$ cat config.mk
export PLATFORM = sky130hd
export DESIGN_NAME = tlik_div
export DESIGN_NICKNAME = d
export VERILOG_FILES = /design/src/tlik_pkg.sv /design/src/tlik_div.sv
export SDC_FILE = /design/constraint.sdc
export NUM_CORES = 2
export LEC_CHECK = 0
export BUFFER_PORTS_ARGS = -buffer_cell sky130_fd_sc_hd__buf_2
export CORE_UTILIZATION = 64
export DETAILED_ROUTE_END_ITERATION = 16
export HOLD_SLACK_MARGIN = 0.02
export PLACE_DENSITY = 0.79
export SYNTH_ARGS = -nofsm -noshare
export SYNTH_HDL_FRONTEND = slang
export SYNTH_SLANG_ARGS = --single-unit
$ cat constraint.sdc
create_clock -name clk -period 3.5 [get_ports clk]
set_input_delay 0.7 -clock clk [delete_from_list [all_inputs] [get_ports clk]]
set_output_delay 0.7 -clock clk [all_outputs]
set_load 0.02 [all_outputs]
$ cat src/tlik_pkg.sv
package tlik_pkg;

	localparam int TABLE_LEN = 24;
	localparam int ANGLE_W = 28;
	localparam int Q14_BITS = 15;

	localparam logic signed [ANGLE_W-1:0] PI_Q24 = 28'sd52707179;
	localparam logic signed [ANGLE_W-1:0] HALF_PI_Q24 = 28'sd26353589;
	localparam logic [29:0] GAIN_INV_Q30 = 30'd652032874;

	function automatic logic [23:0] atan_q24(input int i);
		case (i)
			0: return 24'd13176795;
			1: return 24'd7778716;
			2: return 24'd4110060;
			3: return 24'd2086331;
			4: return 24'd1047214;
			5: return 24'd524117;
			6: return 24'd262123;
			7: return 24'd131069;
			8: return 24'd65536;
			9: return 24'd32768;
			10: return 24'd16384;
			11: return 24'd8192;
			12: return 24'd4096;
			13: return 24'd2048;
			14: return 24'd1024;
			15: return 24'd512;
			16: return 24'd256;
			17: return 24'd128;
			18: return 24'd64;
			19: return 24'd32;
			20: return 24'd16;
			21: return 24'd8;
			22: return 24'd4;
			23: return 24'd2;
			default: return 24'd0;
		endcase
	endfunction

endpackage

$ cat src/tlik_div.sv
module tlik_div #(
	parameter int DW = 33,
	parameter int SW = 1
) (
	input logic clk,
	input logic arst_n,
	input logic in_valid,
	input logic [DW-1:0] mag,
	input logic [DW-1:0] den,
	input logic [SW-1:0] in_side,
	output logic out_valid,
	output logic [tlik_pkg::Q14_BITS-1:0] quot,
	output logic [SW-1:0] out_side
);

	localparam int QB = tlik_pkg::Q14_BITS;

	logic vld_s [1:QB];
	logic [DW-1:0] rem_s [1:QB];
	logic [DW-1:0] den_s [1:QB];
	logic [QB-1:0] q_s [1:QB];
	logic [SW-1:0] side_s [1:QB];

	for (genvar j = 0; j < QB; j++) begin : g_step
		logic [DW:0] t_c;
		logic [DW-1:0] den_c;
		logic [QB-1:0] q_c;
		logic vld_c;
		logic [SW-1:0] side_c;

		if (j == 0) begin : g_first
			assign t_c = {1'b0, mag};
			assign den_c = den;
			assign q_c = '0;
			assign vld_c = in_valid;
			assign side_c = in_side;
		end else begin : g_next
			assign t_c = {rem_s[j], 1'b0};
			assign den_c = den_s[j];
			assign q_c = q_s[j];
			assign vld_c = vld_s[j];
			assign side_c = side_s[j];
		end

		always_ff @(posedge clk or negedge arst_n) begin
			if (!arst_n) begin
				vld_s[j+1] <= 1'b0;
			end else begin
				vld_s[j+1] <= vld_c;
			end
		end

		always_ff @(posedge clk) begin
			den_s[j+1] <= den_c;
			side_s[j+1] <= side_c;
			if (t_c >= {1'b0, den_c}) begin
				rem_s[j+1] <= DW'(t_c - {1'b0, den_c});
				q_s[j+1] <= {q_c[QB-2:0], 1'b1};
			end else begin
				rem_s[j+1] <= t_c[DW-1:0];
				q_s[j+1] <= {q_c[QB-2:0], 1'b0};
			end
		end
	end

	assign out_valid = vld_s[QB];
	assign quot = q_s[QB];
	assign out_side = side_s[QB];

endmodule

; Word level (Yosys, flattened, before mapping)
; Memory sizes are Yosys's and may differ from the RTL's.
; Index checks and enable logic that the tools add are counted.
[totals]
ff_bits = 15
mem_bits_rw = 1230
inputBits = 70
wordCells = 154
n_memories = 4
[memory_table]
columns = memory, words, width, read_ports, rd_ports_with_merged_regs, write_ports, line
row1 = den_s, 15, 33, 14, 0, 15, tlik_div.sv:20  ; logic [DW-1:0] den_s [1:QB];
row2 = rem_s, 15, 33, 14, 0, 15, tlik_div.sv:19  ; logic [DW-1:0] rem_s [1:QB];
row3 = q_s, 15, 15, 15, 0, 15, tlik_div.sv:21  ; logic [QB-1:0] q_s [1:QB];
row4 = side_s, 15, 1, 15, 0, 15, tlik_div.sv:22  ; logic [SW-1:0] side_s [1:QB];
[classes]
addsub = 15
magnitude_cmp = 15
muxes = 75
n_bitwise = 30
[ops]
columns = operator, n
row1 = 2-to-1 mux 33 bit, 15
row2 = subtractor 33 bit, 15
row3 = greater-or-equal comparator 34 x 33 -> 1 bit, 14
row4 = 2-to-1 mux 15 bit, 15
row5 = 2-to-1 mux 1 bit, 45
row6 = greater-or-equal comparator 33 bit, 1
row7 = bitwise OR 1 bit, 30

; Depth between registers and ports, before layout
; An unclocked memory read counts as a cell.
[logic_depth]
word_depth = 5
ltp_mapped = 15
ltp_nobuf = 12

; Least setup slack after synthesis
; Ideal clock, no wire load.
[synth_timing]
path_type = input to register
startpoint = input port den[2]
endpoint = register rem_s[0][61] (netlist name)
setup_ns = 0.116
t_arrival_ns = 3.060
required_ns = 3.384
setup_slack_ns = 0.324
path_stages = 11
n_path_buf = 0
path_cell_list = inv_1 ha_1 nor2b_1 o21a_1 o21ai_1 a211oi_1 a211o_1 a2111oi_4 o21ai_1 mux2_2 a31o_2
[synth_lines]
columns = element, line
row1 = start: declaration, tlik_div.sv:9  ; input logic [DW-1:0] den,

==> qor.txt <==
Drt pass-1 iters: 7
# diodes: 0
Peak Freq: 290 MHz
Area growth syn-to-layout: 12.9%
Commonest non-fill, non-tap cell in the layout: dfxtp_1
Cell area power density: 1070 nW/um2
Root Buffer: clkbuf_16
Slew Viols, Final: 0
Placed insts: 7,232
Crit Reg-Reg Startpoint: den_s[0][204]
Worst Skew: 0.0297 ns
Hold depth: 1
Leak: 0.0290 uW
Vias in the first global route: 44,150
Most frequent cells in the layout: dfxtp_1 (1,059), inv_1 (617), ha_1 (494), a21oi_1 (462), nand2_1 (372)
DRT antenna net count: 0
CP endpoint kind: flop
Pin count of the biggest net entering global routing: 52
Mean routed wirelength per cell: 18.2 um
Clk buf depth: 3
Post-synth EDFFs: 0
Register-to-Register Path Depth: 10
Multi-input logic area: 29,700 um2
Status: completed
Starting density of the core: 0.648
WP data arrival: 4.02 ns
Routed WL: 135,000 um
Req. time, crit path: 4.08 ns
Synth Warn #: 0
Slew @ Worst Pin: 0.849 ns
Final setup fails: 0
Vias per cell: 5.78
Clk pin slew, worst setup/hold paths: 0.07 ns
Critical Path Start Type: flop
Gr ovfl total: 0
Hold Crit Start: den[3]
Post-Syn Area: 54,200 um2
Unique cell type count in the Yosys netlist: 90
Clk_lat worst skew: 0.71 ns
Die height: 293 um
I/O Buffers: 86
Floorplan row count: 106
H-tree Lvls: 3
Predominant post-synthesis flop cell: dfxtp_1
Detail Placement HPWL: 105,000 um
Sequential share of the synthesized area: 0.398
Post-CTS setup buffers: 0
Fin crit period: 3.44 ns
Hold Path Sink: den_s[0][36]
Core box area: 83,700 um2
Total Routing Usage GR: 0.310
Layout cells sized above 1: 0.129
Die ar.: 85,900 um2
I/O pin count: 87
Mean area per synthesized cell: 9.11 um2
Hold WC Path Type: input port to flop
Post-Syn Instances: 5,952
R2r setup slk: 0.06 ns
Residual DRC count: 0
Initial antenna violation count: 0
Area post-placement: 57,300 um2
Slew headroom: 0.434
Max-cap violations: 0
Detailed Route Iter0 Violations: 1,933
Final period util: 0.984
Register area: 21,600 um2
Post-synth ARST share: 0.0140
Critical path class: flop to flop
Layout Nets: 6,787
DIE WIDTH: 293 um
First-pass GRT wire length: 214,000 um
Finished Layout Cells: 7,432
Final instance area: 61,200 um2
Peak supply drop: 752 uV
TritonCTS buffer count: 108
CP max FO: 5
Syn nets: 6,530
Reg2reg end: rem_s[0][262]
DR vias: 42,967
CTS tree: yes
Fin. Hold Viols: 0
Routability cong.: 0.984
Yosys reg bits: 1,074
# clock sinks: 1,074
Fillers: 6,228
-- cell usage after synthesis, types with 16 or more instances --
| master | number | share of area |
|---|---|---|
| dfxtp_1 | 1059 | 0.39 |
| inv_1 | 617 | 0.043 |
| ha_1 | 494 | 0.11 |
| a21oi_1 | 466 | 0.043 |
| nand2_1 | 372 | 0.026 |
| o21ai_0 | 330 | 0.030 |
| nor2_1 | 321 | 0.022 |
| a21o_1 | 278 | 0.038 |
| xnor2_1 | 244 | 0.039 |
| mux2_2 | 209 | 0.043 |
| clkbuf_1 | 136 | 0.0094 |
| xor2_1 | 121 | 0.020 |
| nand3_1 | 110 | 0.010 |
| nand4_1 | 89 | 0.010 |
| a31oi_1 | 74 | 0.0085 |
| nor3_1 | 74 | 0.0068 |
| o21bai_1 | 72 | 0.010 |
| o21a_1 | 71 | 0.0098 |
| nor2b_1 | 67 | 0.0077 |
| nand2b_1 | 62 | 0.0072 |
| and3_1 | 56 | 0.0065 |
| o31ai_1 | 45 | 0.0062 |
| a211oi_1 | 38 | 0.0053 |
| and2_1 | 35 | 0.0040 |
| o211ai_1 | 33 | 0.0046 |
| buf_2 | 28 | 0.0026 |
| mux2_4 | 25 | 0.0069 |
| or3_1 | 25 | 0.0029 |
| a21boi_0 | 22 | 0.0030 |
| a211o_1 | 19 | 0.0031 |
| mux2i_1 | 19 | 0.0035 |
| nor4_1 | 19 | 0.0022 |
| o31a_1 | 18 | 0.0029 |
| and4_1 | 17 | 0.0027 |
| a2111oi_0 | 16 | 0.0026 |
-- layer usage --
| metal | global-route usage | part of all wire | wire (um) |
|---|---|---|---|
| met1 | 0.277 | 0.35 | 47200 |
| met2 | 0.629 | 0.55 | 73900 |
| met4 | 0.229 | 0.074 | 10000 |
| met5 | 0 | 0 | 0 |
| met3 | 0.0323 | 0.030 | 4020 |
-- where the power goes --
part | internal [uW] | switching (uW)
clock | 7070 | 4960
sequential | 16200 | 2020
combinational | 16200 | 18800
total | 39500 | 25800
-- critical path, stage by stage (launching register included) --
cell	delay (ns)
dfxtp_1	0.35
inv_1	0.05
ha_1	0.38
nand4_1	0.50
a21oi_1	0.51
o211a_1	0.28
o31a_1	0.20
o21ai_1	0.19
o41ai_1	0.44
xor2_1	0.12
mux2_2	0.28
-- kinds of logic (layout without fill, tap and decap cells) --
| group | after synthesis | in the layout | share of synthesized area |
|---|---|---|---|
| AOI/OAI and AO/OA | 1641 | 1641 | 0.195 |
| and+or+nand+nor | 1307 | 1307 | 0.117 |
| DFF | 1074 | 1074 | 0.398 |
| buffers and inverters | 801 | 1147 | 0.0572 |
| adders and majority gates | 508 | 508 | 0.119 |
| xor gates and xnor gates | 365 | 365 | 0.0590 |
| muxes | 256 | 256 | 0.0545 |
-- through the flow --
stage,total power (uW),utilization,worst slack [ns],hold slack (ns),setup TNS [ns]
final,65300,0.732,0.0566,0.101,0
after global routing,69600,0.732,-0.0542,0.0846,-0.117
after CTS,65000,0.731,0.0123,0.0682,0
after detailed placement,52500,0.685,-0.180,0.312,-0.318
after global placement,51900,0.685,-0.131,0.310,-0.209
after floorplan,43200,-,0.324,0.310,0
-- registers in the layout (all words and copies together), names as in the netlist --
signal / cells
den_s: 462
q_s: 120
out_valid: 1
g_step.vld_c: 14
side_s: 15
rem_s: 462
-- worst max-delay path by stage --
stage	from	end	slack, ns
after global placement	mag[0]	rem_s[0][61]	-0.13
after CTS	den_s[1][1]	rem_s[1][60]	0.01
final	den_s[0][204]	rem_s[0][262]	0.06
after detailed placement	mag[0]	rem_s[0][61]	-0.18
after global routing	den_s[0][34]	rem_s[0][89]	-0.05
after floorplan	den[2]	rem_s[0][61]	0.32
-- cell type report --
type	instances	share of cell area
Tap cell	1134	0.0232
Inverter	620	0.0380
Clock inverter	50	0.0118
Multi-Input combinational cell	4077	0.485
Timing Repair Buffer	328	0.0396
Sequential cell	1074	0.352
Clock buffer	149	0.0501
-- what timing repair did --
item,CTS,global route
pin swaps,0,1
hold endpoints to repair,15,0
setup endpoints to repair,1,182
hold buffers,1,0
resized for setup,1,22
No activity file was read; power rests on OpenSTA's default activity.
