### config.mk
export PLATFORM = sky130hd
export DESIGN_NAME = tlik_vecang
export DESIGN_NICKNAME = d
export VERILOG_FILES = /design/src/tlik_pkg.sv /design/src/tlik_vecang.sv
export SDC_FILE = /design/constraint.sdc
export NUM_CORES = 2
export LEC_CHECK = 0
export BUFFER_PORTS_ARGS = -buffer_cell sky130_fd_sc_hd__buf_4
export CELL_PAD_IN_SITES_DETAIL_PLACEMENT = 1
export CELL_PAD_IN_SITES_GLOBAL_PLACEMENT = 2
export CORE_MARGIN = 1.5
export CORE_UTILIZATION = 37
export CTS_CLUSTER_DIAMETER = 40
export DETAILED_ROUTE_END_ITERATION = 16
export PLACE_DENSITY = 0.83
export SYNTH_ARGS = -nofsm -noshare
export SYNTH_HDL_FRONTEND = slang
export SYNTH_SLANG_ARGS = --single-unit
### constraint.sdc
create_clock -name clk -period 4.86 [get_ports clk]
set_clock_uncertainty 0.2 [all_clocks]
set_input_delay 0.486 -clock clk [delete_from_list [all_inputs] [get_ports clk]]
set_output_delay 0.486 -clock clk [all_outputs]
set_load 0.01 [all_outputs]
### src/tlik_pkg.sv
package tlik_pkg;

	localparam int TABLE_LEN = 24;
	localparam int ANGLE_W = 28;
	localparam int Q14_BITS = 15;

	localparam logic signed [ANGLE_W-1:0] PI_Q24 = 28'sd52707179;
	localparam logic signed [ANGLE_W-1:0] HALF_PI_Q24 = 28'sd26353589;
	localparam logic [29:0] GAIN_INV_Q30 = 30'd652032874;

	function automatic logic [23:0] atan_q24(input int i);
		case (i)
			0: return 24'd13176795;
			1: return 24'd7778716;
			2: return 24'd4110060;
			3: return 24'd2086331;
			4: return 24'd1047214;
			5: return 24'd524117;
			6: return 24'd262123;
			7: return 24'd131069;
			8: return 24'd65536;
			9: return 24'd32768;
			10: return 24'd16384;
			11: return 24'd8192;
			12: return 24'd4096;
			13: return 24'd2048;
			14: return 24'd1024;
			15: return 24'd512;
			16: return 24'd256;
			17: return 24'd128;
			18: return 24'd64;
			19: return 24'd32;
			20: return 24'd16;
			21: return 24'd8;
			22: return 24'd4;
			23: return 24'd2;
			default: return 24'd0;
		endcase
	endfunction

endpackage

### src/tlik_vecang.sv
module tlik_vecang #(
	parameter int STEPS = 16,
	parameter int IW = 16,
	parameter int SW = 1
) (
	input logic clk,
	input logic arst_n,
	input logic in_valid,
	input logic signed [IW-1:0] u,
	input logic signed [IW-1:0] v,
	input logic [SW-1:0] in_side,
	output logic out_valid,
	output logic signed [15:0] ang,
	output logic [SW-1:0] out_side
);

	localparam int N = (STEPS > tlik_pkg::TABLE_LEN) ? tlik_pkg::TABLE_LEN : STEPS;
	localparam int AW = tlik_pkg::ANGLE_W;
	localparam int DW = IW + 17;

	logic signed [DW-1:0] us_c;
	logic signed [DW-1:0] vs_c;
	logic vld_s [0:N];
	logic signed [DW-1:0] a_s [0:N];
	logic signed [DW-1:0] b_s [0:N];
	logic signed [AW-1:0] z_s [0:N];
	logic [SW-1:0] side_s [0:N];
	logic vld_p1_s;
	logic neg_p1_s;
	logic [AW-1:0] mag_p1_s;
	logic [SW-1:0] side_p1_s;
	logic [AW-1:0] rnd_c;
	logic [15:0] r_c;

	assign us_c = DW'($signed({u, 14'b0}));
	assign vs_c = DW'($signed({v, 14'b0}));

	always_ff @(posedge clk or negedge arst_n) begin
		if (!arst_n) begin
			vld_s[0] <= 1'b0;
		end else begin
			vld_s[0] <= in_valid;
		end
	end

	always_ff @(posedge clk) begin
		side_s[0] <= in_side;
		if (us_c < 0) begin
			a_s[0] <= -us_c;
			b_s[0] <= -vs_c;
			z_s[0] <= (vs_c >= 0) ? tlik_pkg::PI_Q24 : -tlik_pkg::PI_Q24;
		end else begin
			a_s[0] <= us_c;
			b_s[0] <= vs_c;
			z_s[0] <= '0;
		end
	end

	for (genvar i = 0; i < N; i++) begin : g_step
		localparam logic signed [AW-1:0] ATAN =
			$signed({{(AW-24){1'b0}}, tlik_pkg::atan_q24(i)});

		always_ff @(posedge clk or negedge arst_n) begin
			if (!arst_n) begin
				vld_s[i+1] <= 1'b0;
			end else begin
				vld_s[i+1] <= vld_s[i];
			end
		end

		always_ff @(posedge clk) begin
			side_s[i+1] <= side_s[i];
			if (!b_s[i][DW-1]) begin
				a_s[i+1] <= a_s[i] + (b_s[i] >>> i);
				b_s[i+1] <= b_s[i] - (a_s[i] >>> i);
				z_s[i+1] <= z_s[i] + ATAN;
			end else begin
				a_s[i+1] <= a_s[i] - (b_s[i] >>> i);
				b_s[i+1] <= b_s[i] + (a_s[i] >>> i);
				z_s[i+1] <= z_s[i] - ATAN;
			end
		end
	end

	// Round Q24 to Q12, half away from zero.
	assign rnd_c = mag_p1_s + AW'(2048);
	assign r_c = rnd_c[AW-1:12];

	always_ff @(posedge clk or negedge arst_n) begin
		if (!arst_n) begin
			vld_p1_s <= 1'b0;
			out_valid <= 1'b0;
		end else begin
			vld_p1_s <= vld_s[N];
			out_valid <= vld_p1_s;
		end
	end

	always_ff @(posedge clk) begin
		neg_p1_s <= z_s[N][AW-1];
		mag_p1_s <= z_s[N][AW-1] ? AW'(-z_s[N]) : AW'(z_s[N]);
		side_p1_s <= side_s[N];
		ang <= neg_p1_s ? -$signed(r_c) : $signed(r_c);
		out_side <= side_p1_s;
	end

endmodule

* Yosys cells after proc, flatten, opt, wreduce, memory -nomap -nowiden
Memories as Yosys holds them, arrays and structs flattened. A register that Yosys moved wholly into a read port is not among the register bits. Index checks and enable logic that the tools add are counted.
Storage, ports and cells: ROM bits 0, output and inout bits 18, bits in writable memories 1615, bits in latches 0, register bits 65, input port bits 36, memories 4
Memories:
- a_s | depth 17, bits a word 33, rd ports 16, clocked after Yosys merged registers in 0, write ports 17, RTL line tlik_vecang.sv:24 | logic signed [DW-1:0] a_s [0:N];
- b_s | depth 17, bits a word 33, rd ports 16, clocked after Yosys merged registers in 0, write ports 17, RTL line tlik_vecang.sv:25 | logic signed [DW-1:0] b_s [0:N];
- z_s | depth 17, bits a word 28, rd ports 17, clocked after Yosys merged registers in 0, write ports 17, RTL line tlik_vecang.sv:26 | logic signed [AW-1:0] z_s [0:N];
- side_s | depth 17, bits a word 1, rd ports 17, clocked after Yosys merged registers in 1, write ports 17, RTL line tlik_vecang.sv:27 | logic [SW-1:0] side_s [0:N];
Operators by class: reduce and logical (&&, ||, !) cells 0, multipliers 0, bitwise operators 51, equal/unequal tests 0, mux-type cells 89, $lt $le $gt $ge 2, add/subtract/negate cells 100, shift operators 0, div/mod/pow operators 0
Operators with widths (count):
- 33-bit 2-to-1 mux | 34
- 28-bit 2-to-1 mux | 18
- 33-bit by 18-bit adder with 33-bit output | 2
- 33-bit by 19-bit adder with 33-bit output | 2
- 33-bit by 20-bit adder with 33-bit output | 2
- 33-bit by 21-bit adder with 33-bit output | 2
- 33-bit by 22-bit adder with 33-bit output | 2
- 33-bit by 23-bit adder with 33-bit output | 2
- 33-bit by 24-bit adder with 33-bit output | 2
- 33-bit by 25-bit adder with 33-bit output | 2
- 33-bit by 26-bit adder with 33-bit output | 2
- 33-bit by 27-bit adder with 33-bit output | 2
- 33-bit by 28-bit adder with 33-bit output | 2
- 33-bit by 29-bit adder with 33-bit output | 2
- 33-bit by 30-bit adder with 33-bit output | 2
- 33-bit by 31-bit adder with 33-bit output | 2
- 33-bit by 32-bit adder with 33-bit output | 2
- 30-bit negator with 33-bit output | 2
- 33-bit by 18-bit subtractor with 33-bit output | 2
- 33-bit by 19-bit subtractor with 33-bit output | 2
- 33-bit by 20-bit subtractor with 33-bit output | 2
- 33-bit by 21-bit subtractor with 33-bit output | 2
- 33-bit by 22-bit subtractor with 33-bit output | 2
- 33-bit by 23-bit subtractor with 33-bit output | 2
- other kinds (49) | 146

* Logic depth before layout (Yosys ltp)
word-level depth 4, mapped depth 22, mapped depth without buffers 21

* Worst setup path after synthesis
Ideal clock, no wire load.
path type register -> register, start point memory b_s[5][11] (netlist bit), end point memory a_s[6][32] (netlist bit), period minus slack after synthesis 4.927 ns, cell stages (with the launch flop) 20, arrival time 4.654 ns, library setup time 0.072 ns, setup slack -0.067 ns, buffers on the path 0, cell sequence dfxtp_1 or4_1 or3_1 or4_1 nor3b_1 nand2_1 nor2_1 nor2_1 xnor2_1 ha_1 nand4_1 nor2_1 a221o_1 a311o_1 o2bb2ai_1 o21ai_1 a31o_1 a21o_1 a21oi_1 xnor2_1
RTL lines (RTL line):
- start: declaration | tlik_vecang.sv:25
- end: declaration | tlik_vecang.sv:24

==> flow_summary_export.csv <==
group,metric,value,unit
drt,wl_per_cell,18.9,µm
setup_path,critPathKind,"reg -> reg",
sta,period_needed,4800,ps
logic_synthesis,synth_area_leaders,"dfxtp_1 (29%), ha_1 (16%), xnor2_1 (9.7%), a21oi_1 (5.8%), xor2_1 (5.2%)",
logic_synthesis,synth_seq_cells,1367,
clocking,clk_path_buf_depth,3,
floorplan,coreArea,249000,µm²
floorplan,rows,183,
clocking,clk_latency,870,ps
sta,worst_pin_slew,908,ps
sta,fin_crit_sh,0.988,
setup_path,reg2reg_from,"b_s[5][10]$_DFF_P_",
logic_synthesis,synth-seq-area-share,0.296,
drt,dr.pass1.iters,7,
drt,drc_errors,0,
logic_synthesis,synth_top_cells_by_count,"dfxtp_1 (1348), ha_1 (1157), a21oi_1 (1076), nor2_1 (1043), xnor2_1 (1030)",
sta,drv_slew,0,
setup_path,start_kind,"flop",
setup_path,r2r_cells,18,
setup_path,reg2reg_slack,60,ps
global_routing,track_usage,0.216,
outcome,outcome,"finished, final reports clean",
global_routing,overflow,0,
sta,whs,120,ps
placed_design,dp_hpwl,225,mm
logic_synthesis,yosysTopAreaCell,"dfxtp_1",
logic_synthesis,synth_top_area_frac,0.291,
global_routing,use_met3,0.0230,
sta,hold_viol,0,
floorplan,top_level_ports,54,
setup_path,endpoint_kind,"flop",
clocking,h-tree-depth,4,
sta,slew_headroom,0.379,
final_layout,syn2layout_area_growth,17.4,%
final_layout,final_cell_area,109000,µm²
drt,drt_wl_total,281,mm
global_routing,grt_pass1_wl,448,mm
setup_path,crit_arrival,5350,ps
logic_synthesis,synthCells,10800,
logic_synthesis,yosysWarnings,0,
global_routing,grt_max_degree,64,
drt,via_per_inst,5.37,
global_routing,grt_use_met2,0.394,
floorplan,initial_core_util,0.373,
placed_design,numPortBuffers,53,
setup_path,reg2reg_to,"a_s[6][32]$_DFF_P_",
flow_run,cap_viol_max_count,0,
worst_hold_path,hp-start,"z_s[4][0]$_DFF_P_",
logic_synthesis,ys.flop_type,"dfxtp_1",
worst_hold_path,min_path_type,"reg -> reg",
final_layout,finish.utilization,0.437,
clocking,cts-root-buf,"clkbuf_16",
sta,timing.fmax,208,MHz
final_layout,nNetsFinal,12500,
logic_synthesis,syn-cell-area,92700,µm²
sta,rsz0062_at_grt,"true",
global_routing,grt_pass1_vias,83800,
worst_hold_path,min_to,"z_s[5][0]$_DFF_P_",
global_routing,antenna_found_initial,6,
sta,setup_viol,0,
sta,finalSetupTns,0,ps
clocking,clk_pin_slew_worst_paths,60,ps
worst_hold_path,worstHoldPathCells,0,
logic_synthesis,synth_edf_count,0,
clocking,cts_tree,"built",
placed_design,placement.cell_area,98700,µm²
logic_synthesis,async_flop_share,0.0139,
final_layout,drive_gt1_frac,0.0856,
drt,postRouteAntennaNets,0,
drt,vias,79700,
floorplan,dieWidth,504,µm
global_routing,use_met1,0.263,
placed_design,gp_congestion,0.909,
logic_synthesis,yosysMostFrequentCell,"dfxtp_1",
setup_path,cp_max_fo,4,
logic_synthesis,synth_area_per_cell,8.56,µm²
clocking,cts_buffers,241,
logic_synthesis,yosys.cell_types.count,92,
drt,initialDrtViolationCount,3378,
clocking,cts_sinks,1367,
floorplan,dieArea,254000,µm²
setup_path,worstPathRequired,5410,ps
floorplan,die_h,504,µm
global_routing,top_usage_layer,"met2",
-- logic make-up after synthesis --
group	Yosys count	synth area share
buffers and inverters	694	0.0281
adders and majority gates	1195	0.164
AOI/OAI and AO/OA	2998	0.204
DFF	1367	0.296
xor gates and xnor gates	1580	0.149
other	1	0.0000404
muxes	56	0.00648
and+or+nand+nor	2941	0.152
-- worst max path at each step --
stage	startpoint	to	slack, ps	cells past startpoint
final	b_s[5][10]$_DFF_P_	a_s[6][32]$_DFF_P_	60	18
after global routing	b_s[5][10]$_DFF_P_	a_s[6][32]$_DFF_P_	-130	20
after CTS	b_s[5][10]$_DFF_P_	a_s[6][32]$_DFF_P_	-90	20
after detailed placement	b_s[5][11]$_DFF_P_	a_s[6][32]$_DFF_P_	-220	17
after global placement	b_s[5][11]$_DFF_P_	a_s[6][32]$_DFF_P_	-290	19
after floorplan	b_s[5][11]$_DFF_P_	a_s[6][32]$_DFF_P_	40	19
-- metal layers --
metal / wire (µm) / part of all wire
met1: 125000 / 0.44
met2: 141000 / 0.50
met3: 7060 / 0.025
met4: 8180 / 0.029
met5: 0 / 0
-- critical path: stages, from the launching register on --
cell and delay (ps):
dfxtp_2 320, or4_4 530, or3_4 370, or4_4 440
nor3b_2 190, buf_4 160, a21oi_1 80, xnor2_1 140
ha_1 350, a21o_1 170, a21o_1 190, a31o_1 190
a311o_1 390, o2bb2ai_4 190, o21ai_2 90, a31o_1 200
a21o_1 190, a21oi_2 150, xnor2_1 120
-- repair_timing --
item	in CTS	in global routing
pin swaps	0	32
setup endpoints to repair	14	97
hold buffers	65	0
gates resized for setup	14	121
hold endpoints to repair	59	0
setup buffers	1	15
-- layout make-up --
cell class / count / area, µm²
diodes: 1 / 2.50
well taps: 3330 / 4170
inverters: 515 / 1930
flip-flops and latches: 1367 / 27500
fillers: 29100 / 140000
repair buffers: 395 / 3170
clock inverters: 180 / 2300
clock buffers: 281 / 6430
multi-input cells: 8773 / 63400
-- registers in the layout, indices dropped and copies added (netlist names) --
register / flops
z_s: 451
b_s: 427
a_s: 417
mag_p1_s: 17
side_s: 17
vld_s: 17
ang: 16
neg_p1_s: 1
out_side: 1
out_valid: 1
side_p1_s: 1
vld_p1_s: 1
-- placed cells by master, fill, tap and decap left out, types with 169 or more instances in the layout --
master	count
clkbuf_16	243
o21ai_0	372
a21oi_1	1065
xnor2_1	1029
dfxtp_1	1332
nor2_1	1038
nand3_1	177
a21o_1	418
buf_4	327
inv_1	504
o21bai_1	175
nor3_1	310
nor2b_1	180
nand2_1	519
xor2_1	548
ha_1	1153
nand2b_1	169
-- per-stage QoR --
stage,worst slack (ps),std cells
3_5_place_dp,-216,14300
5_1_grt,-130,14800
4_1_cts,-90.5,14800
6_report,60.4,14800
2_1_floorplan,43.0,10800
3_3_place_gp,-295,14300
Power is not shown: default switching activity piles up to over one toggle a cycle in this logic, so the estimate is an artifact.
