File: config.mk
export PLATFORM = sky130hd
export DESIGN_NAME = tlik_isqrt
export DESIGN_NICKNAME = d
export VERILOG_FILES = /design/src/tlik_isqrt.sv
export SDC_FILE = /design/constraint.sdc
export NUM_CORES = 1
export LEC_CHECK = 0
export ABC_AREA = 1
export BUFFER_PORTS_ARGS = -buffer_cell sky130_fd_sc_hd__buf_2
export CAP_MARGIN = 40
export CORE_UTILIZATION = 55
export CTS_CLUSTER_DIAMETER = 50
export CTS_CLUSTER_SIZE = 40
export DETAILED_ROUTE_END_ITERATION = 10
export HOLD_SLACK_MARGIN = 0.03
export PLACE_DENSITY_LB_ADDON = 0.2
export SLEW_MARGIN = 20
export SYNTH_ARGS = -nofsm -noshare
export SYNTH_HDL_FRONTEND = slang
export SYNTH_SLANG_ARGS = --single-unit
export TNS_END_PERCENT = 1
File: constraint.sdc
create_clock -name clk -period 2.4 [get_ports clk]
set_input_delay 0.12 -clock clk [delete_from_list [all_inputs] [get_ports clk]]
set_output_delay 0.12 -clock clk [all_outputs]
set_load 0.01 [all_outputs]
File: src/tlik_isqrt.sv
module tlik_isqrt #(
	parameter int W = 32,
	parameter int SW = 1
) (
	input logic clk,
	input logic arst_n,
	input logic in_valid,
	input logic [W-1:0] in_value,
	input logic [SW-1:0] in_side,
	output logic out_valid,
	output logic [W/2-1:0] root,
	output logic [SW-1:0] out_side
);

	localparam int N = W / 2;

	logic vld_s [1:N];
	logic [W:0] rem_s [1:N];
	logic [W:0] res_s [1:N];
	logic [SW-1:0] side_s [1:N];

	for (genvar k = 0; k < N; k++) begin : g_step
		localparam logic [W:0] BIT = (W+1)'(1) << (W - 2 - 2 * k);
		logic [W:0] rem_c;
		logic [W:0] res_c;
		logic [W:0] trial_c;
		logic vld_c;
		logic [SW-1:0] side_c;

		if (k == 0) begin : g_first
			assign rem_c = {1'b0, in_value};
			assign res_c = '0;
			assign vld_c = in_valid;
			assign side_c = in_side;
		end else begin : g_next
			assign rem_c = rem_s[k];
			assign res_c = res_s[k];
			assign vld_c = vld_s[k];
			assign side_c = side_s[k];
		end

		assign trial_c = res_c + BIT;

		always_ff @(posedge clk or negedge arst_n) begin
			if (!arst_n) begin
				vld_s[k+1] <= 1'b0;
			end else begin
				vld_s[k+1] <= vld_c;
			end
		end

		always_ff @(posedge clk) begin
			side_s[k+1] <= side_c;
			if (rem_c >= trial_c) begin
				rem_s[k+1] <= rem_c - trial_c;
				res_s[k+1] <= (res_c >> 1) + BIT;
			end else begin
				rem_s[k+1] <= rem_c;
				res_s[k+1] <= res_c >> 1;
			end
		end
	end

	assign out_valid = vld_s[N];
	assign root = res_s[N][N-1:0];
	assign out_side = side_s[N];

endmodule

### Word level (Yosys, flattened, before mapping)

Memory sizes are Yosys's and may differ from the RTL's.
Index checks and enable logic that the tools add are counted.

| storage, ports and cells | value |
|---|---|
| input port bits | 36 |
| memory bits (writable) | 1072 |
| output and inout port bits | 18 |
| memories kept | 3 |
| bits in registers | 16 |

Memories:

| memory | depth | width | rd ports | clocked after Yosys merged registers in | wr ports | line | RTL |
|---|---|---|---|---|---|---|---|
| rem_s | 16 | 33 | 15 | 0 | 16 | 18 | `logic [W:0] rem_s [1:N];` |
| res_s | 16 | 33 | 16 | 0 | 16 | 19 | `logic [W:0] res_s [1:N];` |
| side_s | 16 | 1 | 16 | 0 | 16 | 20 | `logic [SW-1:0] side_s [1:N];` |

| operators by class | value |
|---|---|
| $add $sub $neg | 46 |
| multiplexer cells | 80 |
| order comparisons | 16 |
| bitwise operators | 32 |

Operators with widths:

| cell | count |
|---|---|
| 2-to-1 mux 33 bit | 32 |
| greater-or-equal comparator 33 bit | 15 |
| subtractor 33 bit | 15 |
| 2-to-1 mux 1 bit | 48 |
| adder 32 x 1 -> 33 bit, second input constant | 1 |
| adder 32 x 11 -> 33 bit, second input constant | 1 |
| adder 32 x 13 -> 33 bit, second input constant | 1 |
| adder 32 x 15 -> 33 bit, second input constant | 1 |
| adder 32 x 17 -> 33 bit, second input constant | 1 |
| adder 32 x 19 -> 33 bit, second input constant | 1 |
| adder 32 x 21 -> 33 bit, second input constant | 1 |
| adder 32 x 23 -> 33 bit, second input constant | 1 |
| adder 32 x 25 -> 33 bit, second input constant | 1 |
| adder 32 x 27 -> 33 bit, second input constant | 1 |
| adder 32 x 29 -> 33 bit, second input constant | 1 |
| adder 32 x 3 -> 33 bit, second input constant | 1 |
| adder 32 x 5 -> 33 bit, second input constant | 1 |
| adder 32 x 7 -> 33 bit, second input constant | 1 |
| adder 32 x 9 -> 33 bit, second input constant | 1 |
| adder 33 x 1 -> 33 bit, second input constant | 1 |
| adder 33 x 11 -> 33 bit, second input constant | 1 |
| adder 33 x 13 -> 33 bit, second input constant | 1 |
| adder 33 x 15 -> 33 bit, second input constant | 1 |
| adder 33 x 17 -> 33 bit, second input constant | 1 |
| 13 further kinds | 44 |

### Logic depth before layout (Yosys ltp)

Gate-level depths: netlist of the first run.
An unclocked memory read counts as a cell.

| depth | value |
|---|---|
| depth after elaboration | 6 |
| mapped depth | 14 |
| gate-level depth less buffers | 14 |

### Least setup slack after synthesis of the first run

Ideal clock, no wire load.

| timing path | value |
|---|---|
| kind | reg2reg |
| from | reg res_s[2][24] (netlist name) |
| to | reg rem_s[0][192] (netlist name) |
| setup time | 0.113 ns |
| cell stages (with the launch flop) | 13 |
| required time | 2.287 ns |
| data arrival time | 1.668 ns |
| buffers on the path | 2 |
| path slack | 0.619 ns |
| path through | dfxtp_1 inv_1 ha_1 buf_6 a21oi_2 nand2_1 a21boi_2 nor2_2 nor2_8 nand3_4 buf_6 nand2_1 nand2_1 |

==> results of run 1 <==
-- metrics by stage --
stage / instances / utilization [%]
2_1_floorplan: 3960 / -
3_5_place_dp: 4695 / 57.9
5_1_grt: 4853 / 63.6
4_1_cts: 4849 / 63.4
6_report: 4853 / 63.6
3_3_place_gp: 4695 / 57.9
-- synth_stat cells, drive strengths merged (2+ instances only) --
cell type / count / area (um^2)
a21boi: 6 / 48.8
a21o: 10 / 75.1
a21oi: 145 / 872
a31oi: 2 / 12.5
and2: 4 / 25.0
buf: 29 / 287
dfrtp: 16 / 400
dfxtp: 647 / 13000
ha: 150 / 1880
inv: 640 / 2410
nand2: 1262 / 4810
nand3: 272 / 1420
nand3b: 23 / 173
nand4: 72 / 457
nor2: 380 / 1560
nor3: 51 / 292
nor4: 39 / 244
o2111ai: 2 / 17.5
o211ai: 3 / 22.5
o21ai: 74 / 378
o21bai: 9 / 82.6
or2: 5 / 31.3
xnor2: 33 / 289
xor2: 79 / 699
-- power groups by stage --
stage / combinational (W) / clock [W] / sequential, W
2_1_floorplan: 0.0114 / 0 / 0.0151
4_1_cts: 0.0145 / 0.0115 / 0.0159
5_1_grt: 0.0167 / 0.0120 / 0.0162
3_3_place_gp: 0.0142 / 0 / 0.0162
6_report: 0.0146 / 0.0113 / 0.0159
3_5_place_dp: 0.0143 / 0 / 0.0161
-- routing by layer --
layer  up-vias  track usage (%)  share of wire, %
met5         -                0             0.021
met4         2             7.73               2.4
met3       121             3.38               5.2
met2       627             45.0                47
met1     11000             34.0                45
li1      12700                -                 -
-- logic make-up (layout without fill, tap and decap cells) --
group	after synthesis	count (layout)	synth area share [%]
adder cells (fa/ha/maj)	150	150	6.36
AO/OA/AOI/OAI	254	254	5.24
AND/OR/NAND/NOR	2112	2113	30.6
buffers and inverters	669	873	9.13
XOR/XNOR	112	112	3.35
flip-flops	663	663	45.3
-- worst min-delay path by stage --
stage                     slack [ns]                    endpoint    startpoint  depth (start not counted)
after global placement          0.04         out_valid$_DFF_PN0_        arst_n                          1
final                           0.08        rem_s[0][47]$_DFF_P_  in_value[14]                          2
after CTS                       0.03        side_s[0][1]$_DFF_P_       in_side                          2
after floorplan                -0.18  g_step[10].vld_c$_DFF_PN0_        arst_n                          0
after detailed placement        0.04         out_valid$_DFF_PN0_        arst_n                          1
after global routing            0.07        rem_s[0][51]$_DFF_P_  in_value[18]                          2
-- critical path: stages --
cell	delay (ns)
dlygate4sd3_1	0.54
buf_2	0.14
inv_1	0.08
ha_1	0.15
inv_1	0.06
nor4_4	0.21
nand2_1	0.08
nor2_1	0.14
nand3_2	0.12
nand3_1	0.10
dlygate4sd3_1	0.57
nand2_1	0.06
dlygate4sd3_1	0.55
-- flip-flops by register name, summed over array words and instances (netlist names) --
register and count:
g_step.vld_c 15, out_valid 1, rem_s 495, res_s 136, side_s 16
-- area by class of cell --
cell class | count | area, um^2
fillers | 4707 | 19200
multi-input cells | 2629 | 13500
flip-flops and latches | 663 | 13400
inverters | 640 | 2410
clock buffers | 64 | 1570
clock inverters | 52 | 990
repair buffers | 117 | 866
well taps | 688 | 861
-- timing repair --
| action | 4_1_cts | 5_1_grt |
|---|---|---|
| hold endpoints to repair | 52 | 0 |
| setup buffers | 0 | 3 |
| resized for setup | 0 | 10 |
| endpoints found under the setup margin | 0 | 59 |
| hold buffers | 38 | 0 |
==> metrics.txt, run 1 <==
number of library cell types mapped by synthesis 54; EDFF count, synth 0; # nets final 4298; sequential share of power 38.0%; vias in the first global route between 20000 and 25000; Final setup viols 0; ant diodes 0; share of cells above drive strength 1 8.09%; vias post-DR 24500; fin area 33500 um^2; Worst setup SP type input port; HP Class in2reg; core box area 52800 um^2; router iterations before antenna repair 6; Die Y between 200 and 250 um; number of cells on the worst reg-to-reg path 10; WL/cell 14.7 um; initial antenna violation count 1; post-route ant nets 0; RSZ-0062 raised after global routing yes; Final Hold Vio Count 0; crit path max fanout 4; GPL Wtd Cong 0.995; first-pass GRT wire length between 100 and 150 mm; leak pwr between 15 and 20 nW; status finished, final reports clean; Final min period 2.33 ns; DR iter-0 viols 1820; Cell Pwr Density 1250 nW/um^2; WHS 0.0757 ns; syn nets roughly 4100; Port Buffer Count 53; synth warn 0; CP Launch Point in_value[31]; CP required 2.99 ns; # rows 84; Primary FF master, synth dfxtp_1; r2r endpoint rem_s[0][384]$_DFF_P_; CTS Sinks approximately 660; commonest non-fill, non-tap cell in the layout nand2_1; CTS tree built; CTS max path bufs 3; Mapped Area 29500 um^2; Area Growth Syn to Fin 13.7%; clock share of power 27.1%; max_cap viols 0; Total GRT Usage 26.2%; flops & latches, synth around 660; DP Area about 31000 um^2; Comb power frac 34.9%; VDD IR max 1030 uV; worst slack at placement 0.00481 ns; Slew @ Worst Pin 0.697 ns; Worst R2R Setup Slack 0.15 ns; share of the yosys chip area belonging to registers 45.3%; total power around 0.042 W; Setup crit end rem_s[0][64]$_DFF_P_; cts bufs inserted 61; largest net degree at the start of global routing 38; grt total ovfl 0; Die ar. 54600 um^2; CP Capture Type flip-flop; R2R Path Start res_s[5][21]$_DFF_P_; Tcrit/Tclk final 97.2%; max-slew violations 0; worst endpoint data arrival time 2.92 ns; Syn Inst Count 3960; Post-synth ARST share 2.41%; CTS root buf clkbuf_16; syn_area_per_cell 7.45 um^2; Initial Utilization between 50% and 60%; Die W 234 um; # DRC 0; Final WS setup 0.0677 ns; setup total negative slack 0 ns; DP HPWL 55.5 mm; worst skew pair latency 0.69 ns; H-tree levels 2; slew margin rel. 53.4%; IO Count 54; Psw 0.0173 W; switch share 41.4%; Vias/cell 5.04; Fmax achieved 429 MHz; skew final approximately 0.065 ns; Pint 0.0245 W; commonest cells after routing, fill and taps aside 1233 x nand2_1, 647 x dfxtp_1, 628 x inv_1; WL final just over 70 mm; worst setup path class in2reg; clock transition at the registers of the reported paths about 0.11 ns
Power figures use the tool's default switching activity.
==> run 2: changes to the inputs <==
--- a/config.mk
+++ b/config.mk
@@ -14,6 +14,7 @@
 export DETAILED_ROUTE_END_ITERATION = 10
 export HOLD_SLACK_MARGIN = 0.03
 export PLACE_DENSITY_LB_ADDON = 0.2
+export RECOVER_POWER = 25
 export SLEW_MARGIN = 20
 export SYNTH_ARGS = -nofsm -noshare
 export SYNTH_HDL_FRONTEND = slang
==> run 2 against run 1 <==
Final cell count about the same. Clock-buffer cell count is the same. Combinational power about the same. Core utilization fell by 0.066 points. Register-to-register slack about the same. Critical path depth is the same.
==> metrics.txt, run 2 (synthesis results as in run 1) <==
core box area 52800 um^2 (unchanged); vias in the first global route 23100 (unchanged); CTS Sinks 663 (unchanged); Final min period 2.30 ns (-0.0282 ns); skew final 0.0654 ns (+0.000121 ns); worst endpoint data arrival time 2.89 ns (-0.03 ns); WP buf/inv 6 (unchanged); CP required 2.99 ns (about the same); max-slew violations 0 (unchanged); grt total ovfl 0 (unchanged); cts bufs inserted 61 (unchanged); largest net degree at the start of global routing 38 (unchanged); Port Buffer Count 53 (unchanged); crit path max fanout 4 (unchanged); router iterations before antenna repair 5 (-1); Final Hold Vio Count 0 (unchanged); CP max-delay cell dlygate4sd3_1; WL/cell 14.7 um (about the same); post-route ant nets 0 (unchanged); Cell Pwr Density 1250 nW/um^2 (+0.11%); Fmax achieved 434 MHz (+1.2%); setup total negative slack 0 ns (unchanged); status finished, final reports clean; DR iter-0 viols 1781 (-2.1%); worst skew pair latency 0.69 ns (about the same); first-pass GRT wire length 114 mm (unchanged); DP Area 30500 um^2 (unchanged); VDD IR max 1030 uV (about the same); commonest cells after routing, fill and taps aside 1233 x nand2_1, 647 x dfxtp_1, 628 x inv_1; biggest regs rem_s x495, res_s x136, side_s x16; Die Y 234 um (unchanged); CP Capture Type flip-flop; leak pwr 17.3 nW (-0.47%); DP HPWL 55.5 mm (unchanged); initial antenna violation count 1 (unchanged); IO Count 54 (unchanged); HP Class in2reg; Die W 234 um (unchanged); H-tree levels 2 (unchanged); GPL Wtd Cong 0.995 (unchanged); Core Util, Final 63.5% (-0.066 points); commonest non-fill, non-tap cell in the layout nand2_1; Total GRT Usage 26.2% (unchanged); Vias/cell 5.05 (+0.17%); Largest stage delay, worst path 0.55 ns (-0.02 ns); max_cap viols 0 (unchanged); share of cells above drive strength 1 7.37% (-0.72 points); fin area 33500 um^2 (-0.10%); Initial Utilization 55.9% (unchanged); CTS root buf clkbuf_16; # DRC 0 (unchanged); worst setup path class in2reg; slew margin rel. 53.4% (unchanged); clock transition at the registers of the reported paths 0.11 ns (about the same); Tcrit/Tclk final 96.0% (-1.2 points); Reg with most FFs rem_s; Final setup viols 0 (unchanged); CTS tree built; WHS 0.0840 ns (+0.00831 ns); # rows 84 (unchanged); worst-path cell chain dlygate4sd3_1, buf_2, inv_1, ha_1, inv_1, nor4_4, nand2_1, nor2_1, nand3_2, nand3_1, dlygate4sd3_1, nand2_1, dlygate4sd3_1; RSZ-0062 raised after global routing yes; Die ar. 54600 um^2 (unchanged); CP delay by family, top buffers and inverters; CTS max path bufs 3 (unchanged); # nets final 4298 (unchanged); most frequent cell on the critical path dlygate4sd3_1; Largest register FFs 495 (unchanged); Area Growth Syn to Fin 13.6%; Slew @ Worst Pin 0.697 ns (unchanged); vias post-DR 24500 (+0.19%); Worst setup SP type input port; WL final 71.3 mm (about the same)
run 2: cell types whose count changed in the layout (fill, tap and decap cells not counted):
cell / previous run / this run
buf_2: 53 / 23
diode_2: 0 / 1
clkbuf_1: 0 / 30
run 2: where the power goes:
part	switching (W)	internal [W]	total [W]
clock network	0.00571	0.00560	0.0113
logic	0.00941	0.00520	0.0146
registers	0.00220	0.0137	0.0159
total	0.0173	0.0245	0.0418
run 2: area by class of cell:
type | instances | area [um^2]
fillers | 4729 | 19200
multi-input cells | 2629 | 13500
flip-flops and latches | 663 | 13400
inverters | 640 | 2410
clock buffers | 64 | 1570
clock inverters | 52 | 990
well taps | 688 | 861
repair buffers | 117 | 828
diodes | 1 | 2.50
run 2: timing repair:
item,CTS,global route
endpoints found under the setup margin,0,59
hold buffers,38,0
buffers inserted,0,3
endpoints found under the hold margin,52,0
resized for setup,0,10
run 2: worst paths after layout:
check                                        endpoint  slack [ns]            startpoint  cells past startpoint
setup / recovery                 rem_s[0][64]$_DFF_P_         0.1          in_value[31]                     13
setup reg to reg                rem_s[0][384]$_DFF_P_        0.15  res_s[5][21]$_DFF_P_                     10
max in group asynchronous  g_step[13].vld_c$_DFF_PN0_        1.36                arst_n                      3
min in group asynchronous  g_step[14].vld_c$_DFF_PN0_        0.59                arst_n                      3
hold / removal                   side_s[0][1]$_DFF_P_        0.08               in_side                      2
hold reg to reg                 rem_s[0][111]$_DFF_P_        0.32  rem_s[0][78]$_DFF_P_                      0
run 2: stage by stage:
| stage | setup WS [ns] | power (W) | cells |
|---|---|---|---|
| 3_5_place_dp | 0.00481 | 0.0304 | 4695 |
| 2_1_floorplan | 0.619 | 0.0265 | 3960 |
| 3_3_place_gp | 0.0374 | 0.0303 | 4695 |
| 6_report | 0.0959 | 0.0418 | 4854 |
| 5_1_grt | -0.0402 | 0.0448 | 4853 |
| 4_1_cts | 0.000160 | 0.0419 | 4849 |
run 2: metal layers:
layer  up-vias  track usage, %  share of wire (%)
met5         -               0              0.021
met4         2            7.73                2.5
met3       131            3.38                5.3
met2       699            45.0                 47
met1     11000            34.0                 45
li1      12700               -                  -
